File: src/bnc_pkg.sv
package bnc_pkg;

   localparam int STACK_DEPTH_DEFAULT = 32;
   localparam int SYMBOL_W = 8;
   localparam int KIND_W = 2;
   localparam int STATUS_W = 2;
   localparam int SCORE_W = 63;
   localparam int COUNT_W = 6;
   localparam int COUNT_MAX = 63;
   localparam int RSP_DATA_W = 72;
   localparam logic [SCORE_W-1:0] SCORE_MAX = {SCORE_W{1'b1}};

   localparam logic [SYMBOL_W-1:0] CH_ROUND_OPEN = 8'h28;
   localparam logic [SYMBOL_W-1:0] CH_ROUND_CLOSE = 8'h29;
   localparam logic [SYMBOL_W-1:0] CH_SQUARE_OPEN = 8'h5B;
   localparam logic [SYMBOL_W-1:0] CH_SQUARE_CLOSE = 8'h5D;
   localparam logic [SYMBOL_W-1:0] CH_CURLY_OPEN = 8'h7B;
   localparam logic [SYMBOL_W-1:0] CH_CURLY_CLOSE = 8'h7D;
   localparam logic [SYMBOL_W-1:0] CH_ANGLE_OPEN = 8'h3C;
   localparam logic [SYMBOL_W-1:0] CH_ANGLE_CLOSE = 8'h3E;

   typedef enum logic [KIND_W-1:0] {
      KIND_ROUND  = 2'd0,
      KIND_SQUARE = 2'd1,
      KIND_CURLY  = 2'd2,
      KIND_ANGLE  = 2'd3
   } kind_type;

   typedef enum logic [STATUS_W-1:0] {
      STATUS_BALANCED   = 2'd0,
      STATUS_INCOMPLETE = 2'd1,
      STATUS_CORRUPTED  = 2'd2,
      STATUS_OVERFLOW   = 2'd3
   } status_type;

   typedef struct packed {
      logic     hit;
      kind_type kind;
   } bracket_type;

   typedef struct packed {
      logic     clear;
      logic     step;
      kind_type digit_kind;
   } acc_ctl_type;

   function automatic bracket_type opener_decode(input logic [SYMBOL_W-1:0] sym);
      bracket_type res;
      res.hit = 1'b1;
      res.kind = KIND_ROUND;
      case (sym)
         CH_ROUND_OPEN:  res.kind = KIND_ROUND;
         CH_SQUARE_OPEN: res.kind = KIND_SQUARE;
         CH_CURLY_OPEN:  res.kind = KIND_CURLY;
         CH_ANGLE_OPEN:  res.kind = KIND_ANGLE;
         default:        res.hit = 1'b0;
      endcase
      return res;
   endfunction

   function automatic bracket_type closer_decode(input logic [SYMBOL_W-1:0] sym);
      bracket_type res;
      res.hit = 1'b1;
      res.kind = KIND_ROUND;
      case (sym)
         CH_ROUND_CLOSE:  res.kind = KIND_ROUND;
         CH_SQUARE_CLOSE: res.kind = KIND_SQUARE;
         CH_CURLY_CLOSE:  res.kind = KIND_CURLY;
         CH_ANGLE_CLOSE:  res.kind = KIND_ANGLE;
         default:         res.hit = 1'b0;
      endcase
      return res;
   endfunction

endpackage

File: src/bracket_nesting_checker_scorer_unit.sv
// Checks bracket nesting of a text line fed one byte per word on req_ (tlast marks the line's
// last byte) and returns one word per line on rsp_: status, base-5 completion score and the
// count of brackets left open. A closer met with a non-empty stack goes through a pop state
// (the stack RAM read is registered); openers and other bytes are taken in idle. At line end
// the block classifies the line, then for an incomplete line walks the open brackets for the
// score (RAM read, then shift-add-saturate in the single accumulator, stopping early once
// saturated), then hands the result to the output register; the input stays blocked from the
// last word of a line until then, including any wait for the previous result to be taken. The
// stack holds STACK_DEPTH brackets; its RAM is not cleared.
module bracket_nesting_checker_scorer_unit import bnc_pkg::*; #(
   parameter int STACK_DEPTH = STACK_DEPTH_DEFAULT
) (
   input  logic                  clock,
   input  logic                  reset,
   input  logic                  req_tvalid,
   output logic                  req_tready,
   input  logic [SYMBOL_W-1:0]   req_tdata,   // [7:0] symbol
   input  logic                  req_tlast,
   output logic                  rsp_tvalid,
   input  logic                  rsp_tready,
   output logic [RSP_DATA_W-1:0] rsp_tdata    // [1:0] status, [64:2] score, [70:65] open_count
);

   localparam int ADDR_W = (STACK_DEPTH > 1) ? $clog2(STACK_DEPTH) : 1;
   localparam int CNT_W = $clog2(STACK_DEPTH + 1);

   typedef enum logic [5:0] {
      S_IDLE = 6'b000001,
      S_POP  = 6'b000010,
      S_EVAL = 6'b000100,
      S_WRD  = 6'b001000,
      S_WACC = 6'b010000,
      S_DONE = 6'b100000
   } state_type;

   state_type          state_ff, state_in;
   logic [CNT_W-1:0]   depth_ff, depth_in;
   logic [CNT_W-1:0]   idx_ff, idx_in;
   logic               corrupt_ff, corrupt_in;
   logic               ovf_ff, ovf_in;
   logic               last_ff, last_in;
   kind_type           ckind_ff, ckind_in;
   logic               rsp_valid_ff, rsp_valid_in;
   status_type         rsp_status_ff, rsp_status_in;
   logic [SCORE_W-1:0] rsp_score_ff, rsp_score_in;
   logic [COUNT_W-1:0] rsp_count_ff, rsp_count_in;

   logic               req_fire;
   logic               frozen;
   bracket_type        op;
   bracket_type        cl;
   logic [CNT_W-1:0]   depth_m1;
   logic [CNT_W-1:0]   idx_m1;
   logic               wr_en;
   logic [ADDR_W-1:0]  rd_addr;
   logic [KIND_W-1:0]  rd_data;
   acc_ctl_type        acc_ctl;
   logic [SCORE_W-1:0] acc_score;
   logic               acc_sat;
   status_type         line_status;
   logic               out_free;

   assign req_tready = (state_ff == S_IDLE);
   assign req_fire = req_tvalid && req_tready;
   assign frozen = corrupt_ff || ovf_ff;
   assign op = opener_decode(req_tdata);
   assign cl = closer_decode(req_tdata);
   assign depth_m1 = depth_ff - CNT_W'(1);
   assign idx_m1 = idx_ff - CNT_W'(1);
   assign wr_en = req_fire && !frozen && op.hit && (32'(depth_ff) < STACK_DEPTH);
   assign rd_addr = (state_ff == S_WRD) ? idx_m1[ADDR_W-1:0] : depth_m1[ADDR_W-1:0];
   assign out_free = !rsp_valid_ff || rsp_tready;

   always_comb begin
      if (corrupt_ff) begin
         line_status = STATUS_CORRUPTED;
      end else if (ovf_ff) begin
         line_status = STATUS_OVERFLOW;
      end else if (depth_ff == '0) begin
         line_status = STATUS_BALANCED;
      end else begin
         line_status = STATUS_INCOMPLETE;
      end
   end

   bnc_ram #(
      .WIDTH(KIND_W),
      .DEPTH(STACK_DEPTH)
   ) u_stack (
      .clock  (clock),
      .wr_en  (wr_en),
      .wr_addr(depth_ff[ADDR_W-1:0]),
      .wr_data(op.kind),
      .rd_addr(rd_addr),
      .rd_data(rd_data)
   );

   bnc_score_acc u_acc (
      .clock    (clock),
      .ctl      (acc_ctl),
      .score    (acc_score),
      .saturated(acc_sat)
   );

   always_comb begin
      state_in = state_ff;
      depth_in = depth_ff;
      idx_in = idx_ff;
      corrupt_in = corrupt_ff;
      ovf_in = ovf_ff;
      last_in = last_ff;
      ckind_in = ckind_ff;
      rsp_valid_in = rsp_valid_ff && !rsp_tready;
      rsp_status_in = rsp_status_ff;
      rsp_score_in = rsp_score_ff;
      rsp_count_in = rsp_count_ff;
      acc_ctl.clear = 1'b0;
      acc_ctl.step = 1'b0;
      acc_ctl.digit_kind = kind_type'(rd_data);
      case (state_ff)
         S_IDLE: begin
            if (req_fire) begin
               last_in = req_tlast;
               ckind_in = cl.kind;
               state_in = req_tlast ? S_EVAL : S_IDLE;
               if (!frozen && op.hit) begin
                  if (32'(depth_ff) >= STACK_DEPTH) begin
                     ovf_in = 1'b1;
                  end else begin
                     depth_in = depth_ff + CNT_W'(1);
                  end
               end else if (!frozen && cl.hit) begin
                  if (depth_ff == '0) begin
                     corrupt_in = 1'b1;
                  end else begin
                     state_in = S_POP;
                  end
               end
            end
         end
         S_POP: begin
            if (rd_data == ckind_ff) begin
               depth_in = depth_m1;
            end else begin
               corrupt_in = 1'b1;
            end
            state_in = last_ff ? S_EVAL : S_IDLE;
         end
         S_EVAL: begin
            if (line_status == STATUS_INCOMPLETE) begin
               idx_in = depth_ff;
               acc_ctl.clear = 1'b1;
               state_in = S_WRD;
            end else begin
               state_in = S_DONE;
            end
         end
         S_WRD: begin
            idx_in = idx_m1;
            state_in = S_WACC;
         end
         S_WACC: begin
            acc_ctl.step = 1'b1;
            state_in = (idx_ff == '0 || acc_sat) ? S_DONE : S_WRD;
         end
         S_DONE: begin
            if (out_free) begin
               rsp_valid_in = 1'b1;
               rsp_status_in = line_status;
               rsp_score_in = (line_status == STATUS_INCOMPLETE) ? acc_score : '0;
               if (32'(depth_ff) > COUNT_MAX) begin
                  rsp_count_in = COUNT_W'(COUNT_MAX);
               end else begin
                  rsp_count_in = COUNT_W'(depth_ff);
               end
               depth_in = '0;
               corrupt_in = 1'b0;
               ovf_in = 1'b0;
               state_in = S_IDLE;
            end
         end
         default: begin
            state_in = S_IDLE;
         end
      endcase
   end

   always_ff @(posedge clock) begin
      if (reset) begin
         state_ff <= S_IDLE;
         depth_ff <= '0;
         corrupt_ff <= 1'b0;
         ovf_ff <= 1'b0;
         rsp_valid_ff <= 1'b0;
      end else begin
         state_ff <= state_in;
         depth_ff <= depth_in;
         corrupt_ff <= corrupt_in;
         ovf_ff <= ovf_in;
         rsp_valid_ff <= rsp_valid_in;
      end
      idx_ff <= idx_in;
      last_ff <= last_in;
      ckind_ff <= ckind_in;
      rsp_status_ff <= rsp_status_in;
      rsp_score_ff <= rsp_score_in;
      rsp_count_ff <= rsp_count_in;
   end

   assign rsp_tvalid = rsp_valid_ff;
   assign rsp_tdata = {1'b0, rsp_count_ff, rsp_score_ff, rsp_status_ff};

   a_depth_bound: assert property (@(posedge clock) disable iff (reset)
      32'(depth_ff) <= STACK_DEPTH)
      else $error("stack depth past capacity");

   a_score_only_incomplete: assert property (@(posedge clock) disable iff (reset)
      rsp_valid_ff && rsp_status_ff != STATUS_INCOMPLETE |-> rsp_score_ff == '0)
      else $error("score set on a line that is not incomplete");

   a_incomplete_open: assert property (@(posedge clock) disable iff (reset)
      rsp_valid_ff && rsp_status_ff == STATUS_INCOMPLETE |-> rsp_count_ff != '0
                                                        && rsp_score_ff != '0)
      else $error("incomplete line without open brackets");

   a_balanced_empty: assert property (@(posedge clock) disable iff (reset)
      rsp_valid_ff && rsp_status_ff == STATUS_BALANCED |-> rsp_count_ff == '0)
      else $error("balanced line with open brackets");

   a_busy_after_closer: assert property (@(posedge clock) disable iff (reset)
      req_fire && !frozen && cl.hit && depth_ff != '0 |=> !req_tready)
      else $error("closer pop overlapped with next word");

endmodule

File: src/bnc_ram.sv
module bnc_ram #(
   parameter int WIDTH = 2,
   parameter int DEPTH = 32,
   localparam int ADDR_W = (DEPTH > 1) ? $clog2(DEPTH) : 1
) (
   input  logic              clock,
   input  logic              wr_en,
   input  logic [ADDR_W-1:0] wr_addr,
   input  logic [WIDTH-1:0]  wr_data,
   input  logic [ADDR_W-1:0] rd_addr,
   output logic [WIDTH-1:0]  rd_data
);

   logic [WIDTH-1:0] mem_ff [DEPTH];
   logic [WIDTH-1:0] rd_data_ff;

   always_ff @(posedge clock) begin
      if (wr_en) begin
         mem_ff[wr_addr] <= wr_data;
      end
      rd_data_ff <= mem_ff[rd_addr];
   end

   assign rd_data = rd_data_ff;

endmodule

File: src/bnc_score_acc.sv
module bnc_score_acc import bnc_pkg::*; (
   input  logic               clock,
   input  acc_ctl_type        ctl,
   output logic [SCORE_W-1:0] score,
   output logic               saturated
);

   logic [SCORE_W-1:0] acc_ff, acc_in;
   logic               sat_ff, sat_in;
   logic [SCORE_W+2:0] sum;

   // acc * 5 + digit, digit = kind + 1
   assign sum = {1'b0, acc_ff, 2'b00} + {3'b000, acc_ff}
                + {{(SCORE_W+1){1'b0}}, ctl.digit_kind} + (SCORE_W+3)'(1);

   always_comb begin
      acc_in = acc_ff;
      sat_in = sat_ff;
      if (ctl.clear) begin
         acc_in = '0;
         sat_in = 1'b0;
      end else if (ctl.step && !sat_ff) begin
         if (sum > {3'b000, SCORE_MAX}) begin
            acc_in = SCORE_MAX;
            sat_in = 1'b1;
         end else begin
            acc_in = sum[SCORE_W-1:0];
         end
      end
   end

   always_ff @(posedge clock) begin
      acc_ff <= acc_in;
      sat_ff <= sat_in;
   end

   assign score = acc_ff;
   assign saturated = sat_ff;

endmodule

File: config.mk
export PLATFORM = sky130hd
export DESIGN_NAME = bracket_nesting_checker_scorer_unit
export DESIGN_NICKNAME = d
export VERILOG_FILES = /design/src/bnc_pkg.sv /design/src/bracket_nesting_checker_scorer_unit.sv /design/src/bnc_ram.sv /design/src/bnc_score_acc.sv
export SDC_FILE = /design/constraint.sdc
export NUM_CORES = 1
export LEC_CHECK = 0
export BUFFER_PORTS_ARGS = -buffer_cell sky130_fd_sc_hd__buf_2
export CORE_ASPECT_RATIO = 0.9
export CORE_UTILIZATION = 57
export DETAILED_ROUTE_END_ITERATION = 10
export PLACE_DENSITY = 0.87
export SYNTH_ARGS = -nofsm -noshare
export SYNTH_HDL_FRONTEND = slang
export SYNTH_SLANG_ARGS = --single-unit
File: constraint.sdc
create_clock -name clock -period 6.6 [get_ports clock]
set_input_delay 1.32 -clock clock [delete_from_list [all_inputs] [get_ports clock]]
set_output_delay 1.32 -clock clock [all_outputs]
set_load 0.005 [all_outputs]
### Word-level counts from Yosys, hierarchy flattened

Memories as Yosys holds them, arrays and structs flattened. A register that Yosys moved wholly into a read port is not among the register bits.
Cells that the tools add are included.

* memories kept: 1
* bits in registers: 159
* memory bits (writable): 64
* output and inout port bits: 74
* logic and storage cells: 125
* input bits: 13

Memories
* u_stack.mem_ff: words 32, bits a word 2, rd ports 1, clocked after memory_dff 1, wr ports 1, line bnc_ram.sv:14 `logic [WIDTH-1:0] mem_ff [DEPTH];`

* equal/unequal tests: 27
* reductions and logical operators: 30
* $add $sub $neg: 6
* order comparisons: 3
* muxes and demuxes: 45

Operators with widths (count)
* 65-bit by 63-bit adder with 66-bit output: 1
* 66-bit by 1-bit adder with 66-bit output, second input constant: 1
* 66-bit by 2-bit adder with 66-bit output: 1
* 66-bit by 63-bit greater-than comparator with 1-bit output, second input constant: 1
* 63-bit two-way mux: 1
* 6-bit two-way mux: 10
* 6-bit one-hot mux with 6 select lines: 1
* 8-bit by 6-bit == test with 1-bit output, second input constant: 4
* 8-bit by 7-bit == test with 1-bit output, second input constant: 4
* 1-bit two-way mux: 19
* 6-bit one-hot mux with 3 select lines: 1
* 3-bit two-way mux: 5
* 6-bit logical NOT: 2
* 2-bit != test, second input constant: 6
* 2-bit one-hot mux with 3 select lines: 2
* 6-bit one-hot mux with 2 select lines: 1
* 6-bit by 1-bit subtractor with 6-bit output, second input constant: 2
* 2-bit by 1-bit != test with 1-bit output, second input constant: 5
* 2-bit AND reduction: 5
* 1-bit logical AND: 8
* 4-bit OR reduction: 2
* 7-bit AND reduction: 1
* 6-bit by 1-bit adder with 6-bit output, second input constant: 1
* 6-bit by 1-bit == test with 1-bit output, second input constant: 1
* other kinds (19): 26

### Depth between registers and ports, before layout

Gate-level depths: netlist (run 1).

* word-level depth: 8
* gate-level depth with buffers: 15
* mapped depth without buffers: 13

### By module

A second synthesis (run 1) with hierarchy kept.

* cell total of the unflattened synthesis: 1384
* area total of the unflattened synthesis: 13546.7 um2

Modules (own cells, without submodules)
* bnc_score_acc: cells each 843, area each 6324.8 um2, seq. area each 1281.2 um2, instances 1
* bracket_nesting_checker_scorer_unit: cells each 357, area each 4438.0 um2, seq. area each 2702.6 um2, instances 1
* bnc_ram: cells each 184, area each 2783.9 um2, seq. area each 1961.9 um2, instances 1

### Worst setup path before layout (run 1)

Ideal clock, no wire load.

* kind: input to register
* start: in rsp_tready
* end: reg rsp_count_ff[0], enable pin
* setup time: 0.504 ns
* arrival time: 4.407 ns
* cell stages on the path: 2
* required time: 6.096 ns
* path slack: 1.690 ns
* path buffers: 0
* cells stage by stage: nor2b_1 -> nor2_1

* cells in the longest elaborated chain, start to end: 2

RTL lines
* start: declaration: line bracket_nesting_checker_scorer_unit.sv:20 `input logic rsp_tready,`
* 1-bit logical OR: line bracket_nesting_checker_scorer_unit.sv:72 `assign out_free = !rsp_valid_ff || rsp_tready;`
* 2-bit AND reduction (no line)
* end signal: assignment: line bracket_nesting_checker_scorer_unit.sv:207 `rsp_count_ff <= rsp_count_in;`
* end: declaration: line bracket_nesting_checker_scorer_unit.sv:46 `logic [COUNT_W-1:0] rsp_count_ff, rsp_count_in;`

No other way between the ends.
A chain may end at the register's enable or synchronous reset.

### Final worst setup path (run 1)

* start: reg depth_ff[0]
* end: reg idx_ff[3], enable pin

* cells in the longest elaborated chain, start to end: 7

RTL lines
* start: declaration: line bracket_nesting_checker_scorer_unit.sv:37 `logic [CNT_W-1:0] depth_ff, depth_in;`
* start signal: assignment: line bracket_nesting_checker_scorer_unit.sv:197 `depth_ff <= depth_in;`
* 6-bit logical NOT: line bracket_nesting_checker_scorer_unit.sv:79 `end else if (depth_ff == '0) begin`
* 1-bit two-way mux: line bracket_nesting_checker_scorer_unit.sv:79
* 2-bit two-way mux: line bracket_nesting_checker_scorer_unit.sv:77 `end else if (ovf_ff) begin`
* 2-bit two-way mux: line bracket_nesting_checker_scorer_unit.sv:75 `if (corrupt_ff) begin`
* 2-bit by 1-bit == test with 1-bit output: line bracket_nesting_checker_scorer_unit.sv:150 `if (line_status == STATUS_INCOMPLETE) begin`
* 2-bit != test (no line)
* 2-bit AND reduction (no line)
* end signal: assignment: line bracket_nesting_checker_scorer_unit.sv:202 `idx_ff <= idx_in;`
* end: declaration: line bracket_nesting_checker_scorer_unit.sv:38 `logic [CNT_W-1:0] idx_ff, idx_in;`

No other way between the ends.

==> impl_metrics.yaml, run 1 <==
status:
  outcome: "completed"
critical_path:
  worst_setup_path_start_kind: "register"
  worst-path-buf-inv: 2
  worstRegToRegCells: 7
  max_stage_delay_ns: 0.96
  cp_common_cell: "nand2_1"
  cp_cell_sequence: "inv_1 -> ha_1 -> nor3b_1 -> nor2_4 -> nand2_1 -> buf_4 -> nand2_1"
  worstReg2RegEnd: "idx_ff[3]$_DFFE_PP_"
  r2r_setup_slack_ns: 2.31
  path_class: "register to register"
  crit_fanout: 63
  required_ns: 6.81
  slowest_stage: "nand2_1"
  cp-end-kind: "register"
  cp_num_cells: 7
  r2r-start: "depth_ff[0]$_SDFFE_PP0P_"
  arrival_ns: 4.50
  crit_family: "simple AND/OR/NAND/NOR gates"
yosys:
  netlist_area_mm2: 0.0136
  ys_ff_latch: 225
  synth-edff-count: 144
  avgSynthCellArea_um2: 9.74
  ys_seq_area_share_pct: 43.6
  synthFlopType: "edfxtp_1"
  synth_nets: 1483
  async_flop_share_pct: 0
  ys_types: 90
  synthCells: 1399
  synth_warnings: 0
pwr:
  clkPwrFrac_pct: 39.3
  pwr-share-seq_pct: 46.6
  power_density_mw_per_mm2: 223
  p_leak_nw: 5.39
  swShare_pct: 27.8
  p_comb_share_pct: 14.1
  power_switching_w: 0.000916
  max-vdd-ir-drop_v: 0.000172
  power.internal_w: 0.00238
route:
  met2_length_um: 14900
  first_pass_iters: 6
  drt_wl_total_um: 32500
  dr_wl_met3_um: 2340
  vias: 11000
  routed.top_layer: "met4"
  wl_met1_um: 14200
  drcViolationCount: 0
  ant_nets: 0
  routedWlPerCell_um: 18.5
  via_per_inst: 6.29
  drt_iter0_drc: 1084
sta:
  finalCritPeriodShare_pct: 65.0
  slew_headroom_pct: 19.7
  layout_setup_ws_ns: 2.31
  drv_slew: 0
  hold_viol_final: 0
  fmax_mhz: 233
  tns_ns: 0
  rsz0062_at_grt: "false"
  skew_ns: 0.0112
  worstMarginPinSlew_ns: 1.20
  min_period_ns: 4.29
  setup_viol: 0
placement:
  pre_cts_slack_ns: 2.44
  gp_congestion: 0.975
  io_buffers: 85
  dp_hpwl_um: 22300
  dp.cells: 1710
die:
  die_x_um: 165
  dieArea_mm2: 0.0245
  rows: 53
  ios: 87
  coreArea_mm2: 0.0234
  start_util_pct: 58.2
  die_y_um: 149
global_routing:
  grt_max_degree: 68
  grt_pass1_wl_um: 52300
  grt_pass1_vias: 10300
  overflow: 0
  antenna_found_initial: 0
  gr-usage-all-layers_pct: 26.6
clock_tree:
  post_cts_buffers: 0
  clk_pin_slew_ns: 0.06
  cts.repair.resized: 0
  cts_sinks: 225
  cts_tree: "yes"
  insertion_delay_ns: 0.52
  cts-root-buf: "clkbuf_16"
  clockBufferDepth: 3
  numCtsBuffers: 24
  h-tree-depth: 1
  hold_buffers: 0
worst_hold_path:
  hold_path_depth: 2
  hold_path.class: "register to register"
  whs_endpoint: "corrupt_ff$_SDFFE_PP0P_"
  min_from: "corrupt_ff$_SDFFE_PP0P_"
cells_and_area:
  layout_common_cells: "edfxtp_1 (144), nand2_1 (140), nor2_1 (114)"
  final_layout_size_suffix_gt1_share_pct: 15.9
  diodes: 0
  synthToLayoutAreaGrowth_pct: 8.81
  final_nets: 1518
  stdcell_count: 1754
  layout_commonest_cell: "edfxtp_1"
job:
  maxCapViolations: 0
[tightest hold or removal path: stages, from the launching register on]
cell and delay [ns]:
dfxtp_1 0.32, a31oi_1 0.15, nor3_1 0.06
[logic make-up after synthesis]
logic type,after synthesis,synth area share (%)
AND/OR/NAND/NOR,473,17.4
adder cells (fa/ha/maj),71,6.57
other,1,0.0275
XOR/XNOR,69,4.44
buffers and inverters,119,4.36
multiplexers,5,0.376
AO/OA/AOI/OAI,436,23.1
flip-flops,225,43.6
[sequential cells by signal (all words and copies together), names as in the netlist, 2 cells and up]
| signal | cells |
|---|---|
| rsp_status_ff | 2 |
| ckind_ff | 2 |
| state_ff | 6 |
| rsp_count_ff | 6 |
| u_stack.rd_data | 2 |
| depth_ff | 6 |
| rsp_score_ff | 63 |
| u_acc.score | 63 |
| u_stack.mem_ff | 64 |
| idx_ff | 6 |
[per-stage QoR]
stage	power [W]	cell area (um^2)	hold WS (ns)	util [%]
floorplan	0.00190	13600	0.443	-
global route	0.00341	14800	0.613	63.3
global placement	0.00200	14100	0.538	60.1
finish	0.00330	14800	0.574	63.3
CTS	0.00331	14800	0.577	63.3
detailed placement	0.00201	14100	0.555	60.1
[per-layer routing]
layer	vias to the layer above	global-route usage (%)
met3	74	4.52
met5	-	0
li1	5212	-
met1	5253	36.7
met2	493	42.2
met4	0	9.17
[worst max-delay path by stage]
| stage | from | to | slack (ns) |
|---|---|---|---|
| floorplan | rsp_tready | rsp_count_ff[0]$_DFFE_PP_ | 1.69 |
| global placement | depth_ff[0]$_SDFFE_PP0P_ | idx_ff[2]$_DFFE_PP_ | 2.65 |
| detailed placement | depth_ff[0]$_SDFFE_PP0P_ | idx_ff[3]$_DFFE_PP_ | 2.44 |
| CTS | depth_ff[0]$_SDFFE_PP0P_ | idx_ff[3]$_DFFE_PP_ | 2.37 |
| global route | depth_ff[0]$_SDFFE_PP0P_ | idx_ff[3]$_DFFE_PP_ | 1.97 |
| finish | depth_ff[0]$_SDFFE_PP0P_ | idx_ff[3]$_DFFE_PP_ | 2.31 |
[cells in the mapped netlist, types with 7 or more instances]
cell,n,area [um^2]
a31oi_1,23,144
nand4_1,19,119
buf_2,19,95.1
a21oi_2,8,70.1
nor2_1,117,439
o21a_1,7,52.6
a21oi_1,88,440
nor3_1,18,90.1
nand3_1,27,135
a31oi_2,55,688
o21bai_1,16,120
a211oi_1,19,143
nand2b_1,13,81.3
ha_1,70,876
inv_1,34,128
o21ai_0,113,566
xor2_1,36,315
nand3b_1,8,60.1
nand2_1,140,526
o211ai_1,13,97.6
clkbuf_1,53,199
xnor2_1,33,289
a21o_1,20,150
dfxtp_1,81,1620
edfxtp_1,144,4320
and2_1,77,482
nor2b_1,9,56.3
[power groups by stage]
stage          combinational [W]  clock [W]  sequential [W]
2_1_floorplan           0.000347          0         0.00155
3_3_place_gp            0.000433          0         0.00157
3_5_place_dp            0.000446          0         0.00157
4_1_cts                 0.000456    0.00131         0.00154
5_1_grt                 0.000509    0.00136         0.00154
6_report                0.000465    0.00130         0.00154
[area by class of cell]
type / count / area (um^2)
fillers: 1845 / 8580
repair buffers: 94 / 493
well taps: 302 / 378
multi-input cells: 1055 / 7120
clock buffers: 32 / 662
flip-flops and latches: 225 / 5950
inverters: 34 / 128
clock inverters: 12 / 95.1
Note: power is estimated with default switching activity, not from simulation.
==> run 2: changes to the inputs <==
--- a/config.mk
+++ b/config.mk
@@ -7,9 +7,9 @@
 export LEC_CHECK = 0
 export BUFFER_PORTS_ARGS = -buffer_cell sky130_fd_sc_hd__buf_2
 export CORE_ASPECT_RATIO = 0.9
-export CORE_UTILIZATION = 57
+export CORE_UTILIZATION = 56
 export DETAILED_ROUTE_END_ITERATION = 10
-export PLACE_DENSITY = 0.87
+export PLACE_DENSITY = 0.88
 export SYNTH_ARGS = -nofsm -noshare
 export SYNTH_HDL_FRONTEND = slang
 export SYNTH_SLANG_ARGS = --single-unit
==> constraint.sdc (replaced) <==
create_clock -name clock -period 3.6 [get_ports clock]
set_input_delay 0.72 -clock clock [delete_from_list [all_inputs] [get_ports clock]]
set_output_delay 0.72 -clock clock [all_outputs]
set_load 0.005 [all_outputs]
==> impl_metrics.yaml, run 2 (synthesis gave the netlist of run 1 again) <==
route:
  ant_nets: 0
  via_per_inst: 6.33
  drcViolationCount: 7
  drt_wl_total_um: 33300
  drt_iter0_drc: 1251
  routedWlPerCell_um: 18.9
  first_pass_iters: 9
  vias: 11200
critical_path:
  r2r_setup_slack_ns: 0.17
  cp_common_cell: "o31ai_4"
  crit_fanout: 27
  cp_cell_sequence: "inv_1 -> ha_1 -> fa_1 -> nand2b_1 -> a21oi_4 -> o21ai_4 -> o311ai_4 -> o31ai_4 -> o31ai_4 -> a22o_4 -> o311a_1 -> o22a_4 -> buf_12 -> a31oi_2"
  r2r-start: "u_acc.score[0]$_SDFFE_PP0P_"
  worstReg2RegEnd: "u_acc.score[18]$_SDFFE_PP0P_"
  required_ns: 3.99
  worst_setup_path_start_kind: "register"
  worstRegToRegCells: 14
  crit_family: "compound AO/OA/AOI/OAI gates"
  arrival_ns: 3.82
  worst-path-buf-inv: 2
  max_stage_delay_ns: 0.41
  slowest_stage: "fa_1"
  cp-end-kind: "register"
  path_class: "register to register"
sta:
  hold_viol_final: 0
  fmax_mhz: 291
  worstMarginPinSlew_ns: 1.19
  min_period_ns: 3.43
  skew_ns: 0.0231
  layout_setup_ws_ns: 0.167
  drv_slew: 0
  rsz0062_at_grt: "false"
  holdWs_ns: 0.440
  setup_viol: 0
  finalCritPeriodShare_pct: 95.3
  slew_headroom_pct: 20.4
  tns_ns: 0
worst_hold_path:
  min_from: "req_tlast"
  hold_path.class: "input pin to register"
  whs_endpoint: "last_ff$_DFFE_PP_"
  hold_path_depth: 1
clock_tree:
  cts-root-buf: "clkbuf_16"
  clk_pin_slew_ns: 0.07
  insertion_delay_ns: 0.53
  numCtsBuffers: 24
  clockBufferDepth: 3
  h-tree-depth: 1
  cts_sinks: 225
  post_cts_buffers: 0
  hold_buffers: 0
  cts_tree: "yes"
cells_and_area:
  diodes: 0
  final_nets: 1531
  largest_reg_flops: 64
  synthToLayoutAreaGrowth_pct: 10.6
  regMostFlops: "u_stack.mem_ff"
  layout_commonest_cell: "edfxtp_1"
  utilization_pct: 63.8
  final_layout_size_suffix_gt1_share_pct: 17.0
  seqCellArea_mm2: 0.00595
  layout_common_cells: "edfxtp_1 (144), nand2_1 (140), nor2_1 (114)"
  stdcell_count: 1767
  multi_input_area_mm2: 0.00714
  n_fill_cell: 1823
placement:
  io_buffers: 85
  dp_hpwl_um: 23100
  pre_cts_slack_ns: 0.176
  dp.cells: 1722
  gp_congestion: 0.948
die:
  start_util_pct: 57.7
  ios: 87
  coreArea_mm2: 0.0236
  die_y_um: 150
  die_x_um: 166
  rows: 53
  dieArea_mm2: 0.0250
pwr:
  p_leak_nw: 5.51
  max-vdd-ir-drop_v: 0.000292
  power_density_mw_per_mm2: 414
global_routing:
  gr-usage-all-layers_pct: 26.2
  antenna_found_initial: 0
  grt_max_degree: 67
  overflow: 0
  grt_pass1_wl_um: 53500
  grt_pass1_vias: 10500
status:
  outcome: "finished with violations"
  violations: "DRC"
job:
  maxCapViolations: 0
==> run 2: cell types whose count changed in the layout (fill, tap and decap cells not counted), moves of 2 or more <==
cell	delta
bufinv_16	+3
buf_12	+3
clkinv_2	+2
clkbuf_1	-4
inv_6	-2
clkinv_4	+2
buf_4	+8
==> run 2: cell type report <==
class                      instances  share of cell area, %
multi-input combinational       1055                   47.4
sequential                       225                   39.5
timing repair buffer             107                   4.42
clock buffer                      27                   4.13
tap                              302                   2.51
clock inverter                    17                   1.25
inverter                          34                  0.847
==> run 2: timing repair <==
action | CTS | global route
gates resized for setup | 0 | 4
hold endpoints to repair | 0 | 0
endpoints found under the setup margin | 0 | 38
==> run 2: per-layer routing <==
metal	GRT usage, %	wire, um	vias up
li1	-	-	5272
met5	0	0	-
met2	43.3	15600	479
met4	9.12	1010	0
met1	35.6	14500	5365
met3	3.41	2240	77
==> run 2: worst max-delay path by stage <==
stage	startpoint	end	slack [ns]	depth (start not counted)
after floorplan	state_ff[0]$_SDFFE_PP1P_	rsp_count_ff[0]$_DFFE_PP_	0.33	4
after global placement	u_acc.score[0]$_SDFFE_PP0P_	u_acc.score[62]$_SDFFE_PP0P_	0.26	13
after detailed placement	u_acc.score[0]$_SDFFE_PP0P_	u_acc.score[33]$_SDFFE_PP0P_	0.18	14
after CTS	u_acc.score[0]$_SDFFE_PP0P_	u_acc.score[62]$_SDFFE_PP0P_	0.13	13
after global routing	u_acc.score[0]$_SDFFE_PP0P_	u_acc.saturated$_SDFFE_PP0P_	0.009	14
final	u_acc.score[0]$_SDFFE_PP0P_	u_acc.score[18]$_SDFFE_PP0P_	0.17	14
==> run 2: per-stage QoR <==
stage / area [um^2] / total power (W)
floorplan: 13600 / 0.00349
global placement: 14200 / 0.00369
detailed placement: 14200 / 0.00373
CTS: 15000 / 0.00625
global route: 15100 / 0.00644
finish: 15100 / 0.00624
==> run 2: where the power goes <==
part	total, W	internal, W	leakage (nW)	switching (W)
registers	0.00281	0.00277	1.85	0.0000455
logic	0.000904	0.000308	3.27	0.000595
clock network	0.00253	0.00147	0.392	0.00106
total	0.00624	0.00455	5.51	0.00170
==> run 3: changes to the inputs <==
--- a/config.mk
+++ b/config.mk
@@ -5,6 +5,7 @@
 export SDC_FILE = /design/constraint.sdc
 export NUM_CORES = 1
 export LEC_CHECK = 0
+export ABC_AREA = 1
 export BUFFER_PORTS_ARGS = -buffer_cell sky130_fd_sc_hd__buf_2
 export CORE_ASPECT_RATIO = 0.9
 export CORE_UTILIZATION = 56
==> impl_metrics.yaml, run 3 <==
status:
  outcome: "completed"
sta:
  slew_headroom_pct: 34.6
  worstMarginPinSlew_ns: 0.979
  skew_ns: 0.0193
  holdWs_ns: 0.397
  fmax_mhz: 317
  setup_viol: 0
  finalCritPeriodShare_pct: 87.6
  hold_viol_final: 0
  tns_ns: 0
  min_period_ns: 3.15
  rsz0062_at_grt: "false"
  drv_slew: 0
critical_path:
  r2r-start: "u_stack.rd_data[0]$_DFF_P_"
  path_class: "register to register"
  worst_setup_path_start_kind: "register"
  crit_fanout: 32
  worstRegToRegCells: 19
  worst-path-buf-inv: 3
  critPathCapture: "u_acc.score[9]$_SDFFE_PP0P_"
  cp_common_cell: "nand2_1"
  max_stage_delay_ns: 0.47
  arrival_ns: 3.57
  crit_family: "simple AND/OR/NAND/NOR gates"
  critPathLaunch: "u_stack.rd_data[0]$_DFF_P_"
  cp_num_cells: 19
  cp-end-kind: "register"
  cp_cell_sequence: "inv_1 -> ha_1 -> fa_1 -> inv_1 -> nand3_2 -> nand2_2 -> nand2_1 -> nand2_2 -> nand2_1 -> nand2_2 -> nand2_1 -> nand2_2 -> nand2_1 -> nand2_1 -> nor2_1 -> nor2_2 -> nand3_4 -> o21bai_1 -> inv_1"
  required_ns: 4.02
  r2r_setup_slack_ns: 0.45
  worstReg2RegEnd: "u_acc.score[9]$_SDFFE_PP0P_"
  slowest_stage: "nand3_4"
yosys:
  synth_warnings: 0
  synthFlopType: "edfxtp_1"
  synth_area_leader_cell: "edfxtp_1"
  synth_top_cell_area_share_pct: 28.7
  ys_seq_area_share_pct: 39.4
  synth.top_cells.by_area: "edfxtp_1 (29%), nand2_1 (13%), dfxtp_1 (11%), inv_1 (9.9%), nor2_1 (6.2%)"
  synthCells: 2096
  synth_nets: 2180
  async_flop_share_pct: 0
  synth-edff-count: 144
  ys_ff_latch: 225
  avgSynthCellArea_um2: 7.20
  netlist_area_mm2: 0.0151
  ys_types: 54
  yosysMostFrequentCell: "nand2_1"
  yosys-top-cells-count: "nand2_1 (527), inv_1 (398), nor2_1 (248)"
route:
  drcViolationCount: 0
  drt_iter0_drc: 1216
  ant_nets: 0
  via_per_inst: 5.43
  vias: 13700
  routedWlPerCell_um: 15.9
  drt_wl_total_um: 40300
  first_pass_iters: 6
clock_tree:
  h-tree-depth: 1
  cts-root-buf: "clkbuf_16"
  numCtsBuffers: 23
  clockBufferDepth: 3
  cts_sinks: 225
  insertion_delay_ns: 0.54
  post_cts_buffers: 0
  clk_pin_slew_ns: 0.06
  cts_tree: "yes"
placement:
  gp_congestion: 1.00
  dp_hpwl_um: 30200
  io_buffers: 85
cells_and_area:
  synthToLayoutAreaGrowth_pct: 9.64
  layout_commonest_cell: "nand2_1"
  final_nets: 2252
  final_layout_size_suffix_gt1_share_pct: 8.52
  largest_reg_flops: 64
  diodes: 0
  regMostFlops: "u_stack.mem_ff"
  layout_common_cells: "nand2_1 (526), inv_1 (397), nor2_1 (248)"
worst_hold_path:
  hold_path.class: "input pin to register"
global_routing:
  gr-usage-all-layers_pct: 29.0
  grt_pass1_vias: 13000
  overflow: 0
  grt_max_degree: 66
  antenna_found_initial: 0
  grt_pass1_wl_um: 63900
die:
  ios: 87
  rows: 56
  start_util_pct: 57.4
  coreArea_mm2: 0.0263
  dieArea_mm2: 0.0276
  die_x_um: 175
  die_y_um: 158
pwr:
  p_leak_nw: 8.09
  power_density_mw_per_mm2: 372
  max-vdd-ir-drop_v: 0.000312
job:
  maxCapViolations: 0
[run 3: cell count changes in the layout (fill, tap and decap cells not counted), sizes merged, moves of 13 or more]
cell / change
nand2: +397
inv: +370
nor2: +136
a31oi: -77
and2: -75
nand3: +70
o21bai: +54
xor2: -29
a211oi: -17
or2: +17
a21o: -13
buf: -13
nand2b: -13
nand4: -13
[run 3: logic make-up (layout without fill, tap and decap cells)]
kind of cell	count (synthesis)	in the layout	share of synthesized area, %
other	1	1	0.0249
and+or+nand+nor	955	956	26.4
DFF	225	225	39.4
buffers and inverters	451	538	11.7
adders and majority gates	71	71	5.94
xor gates and xnor gates	50	50	2.90
AOI/OAI and AO/OA	343	343	13.6
[run 3: worst min path at each step]
stage,start,end,slack (ns),cells after the start
finish,req_tlast,last_ff$_DFFE_PP_,0.40,1
floorplan,depth_ff[3]$_SDFFE_PP0P_,rsp_count_ff[3]$_DFFE_PP_,0.40,0
global route,req_tlast,last_ff$_DFFE_PP_,0.40,1
CTS,req_tlast,last_ff$_DFFE_PP_,0.38,1
global placement,corrupt_ff$_SDFFE_PP0P_,corrupt_ff$_SDFFE_PP0P_,0.45,2
detailed placement,ovf_ff$_SDFFE_PP0P_,ovf_ff$_SDFFE_PP0P_,0.46,2
[run 3: metal layers]
layer	part of all wire [%]	GRT usage (%)	wire [um]
met4	2.7	8.41	1070
met2	46	48.4	18400
met3	8.1	3.05	3270
met1	44	39.8	17600
met5	0	0	0
[run 3: metrics by stage]
stage | setup WS [ns] | power [W] | std cells | utilization, % | area [um^2]
2_1_floorplan | 0.859 | 0.00353 | 2096 | - | 15100
5_1_grt | 0.145 | 0.00636 | 2532 | 63.0 | 16500
6_report | 0.446 | 0.00616 | 2532 | 63.0 | 16500
4_1_cts | 0.257 | 0.00616 | 2531 | 62.9 | 16500
3_5_place_dp | 0.276 | 0.00378 | 2490 | 60.1 | 15800
3_3_place_gp | 0.394 | 0.00373 | 2490 | 60.1 | 15800
[run 3: layout make-up]
class | instances | area (um^2)
Timing Repair Buffer | 93 | 498
Multi-Input combinational cell | 1421 | 7400
Fill cell | 2281 | 9730
Clock inverter | 4 | 85.1
Sequential cell | 225 | 5950
Clock buffer | 37 | 658
Tap cell | 348 | 435
Inverter | 404 | 1520
[run 3: repair_timing]
action	CTS	global route
gates resized for setup	0	1
hold buffers	0	0
endpoints found under the setup margin	0	44
[run 3: power by group]
group | switching, W | internal [W] | total (W)
logic | 0.000675 | 0.000274 | 0.000949
clock network | 0.000989 | 0.00140 | 0.00239
registers | 0.0000538 | 0.00277 | 0.00283
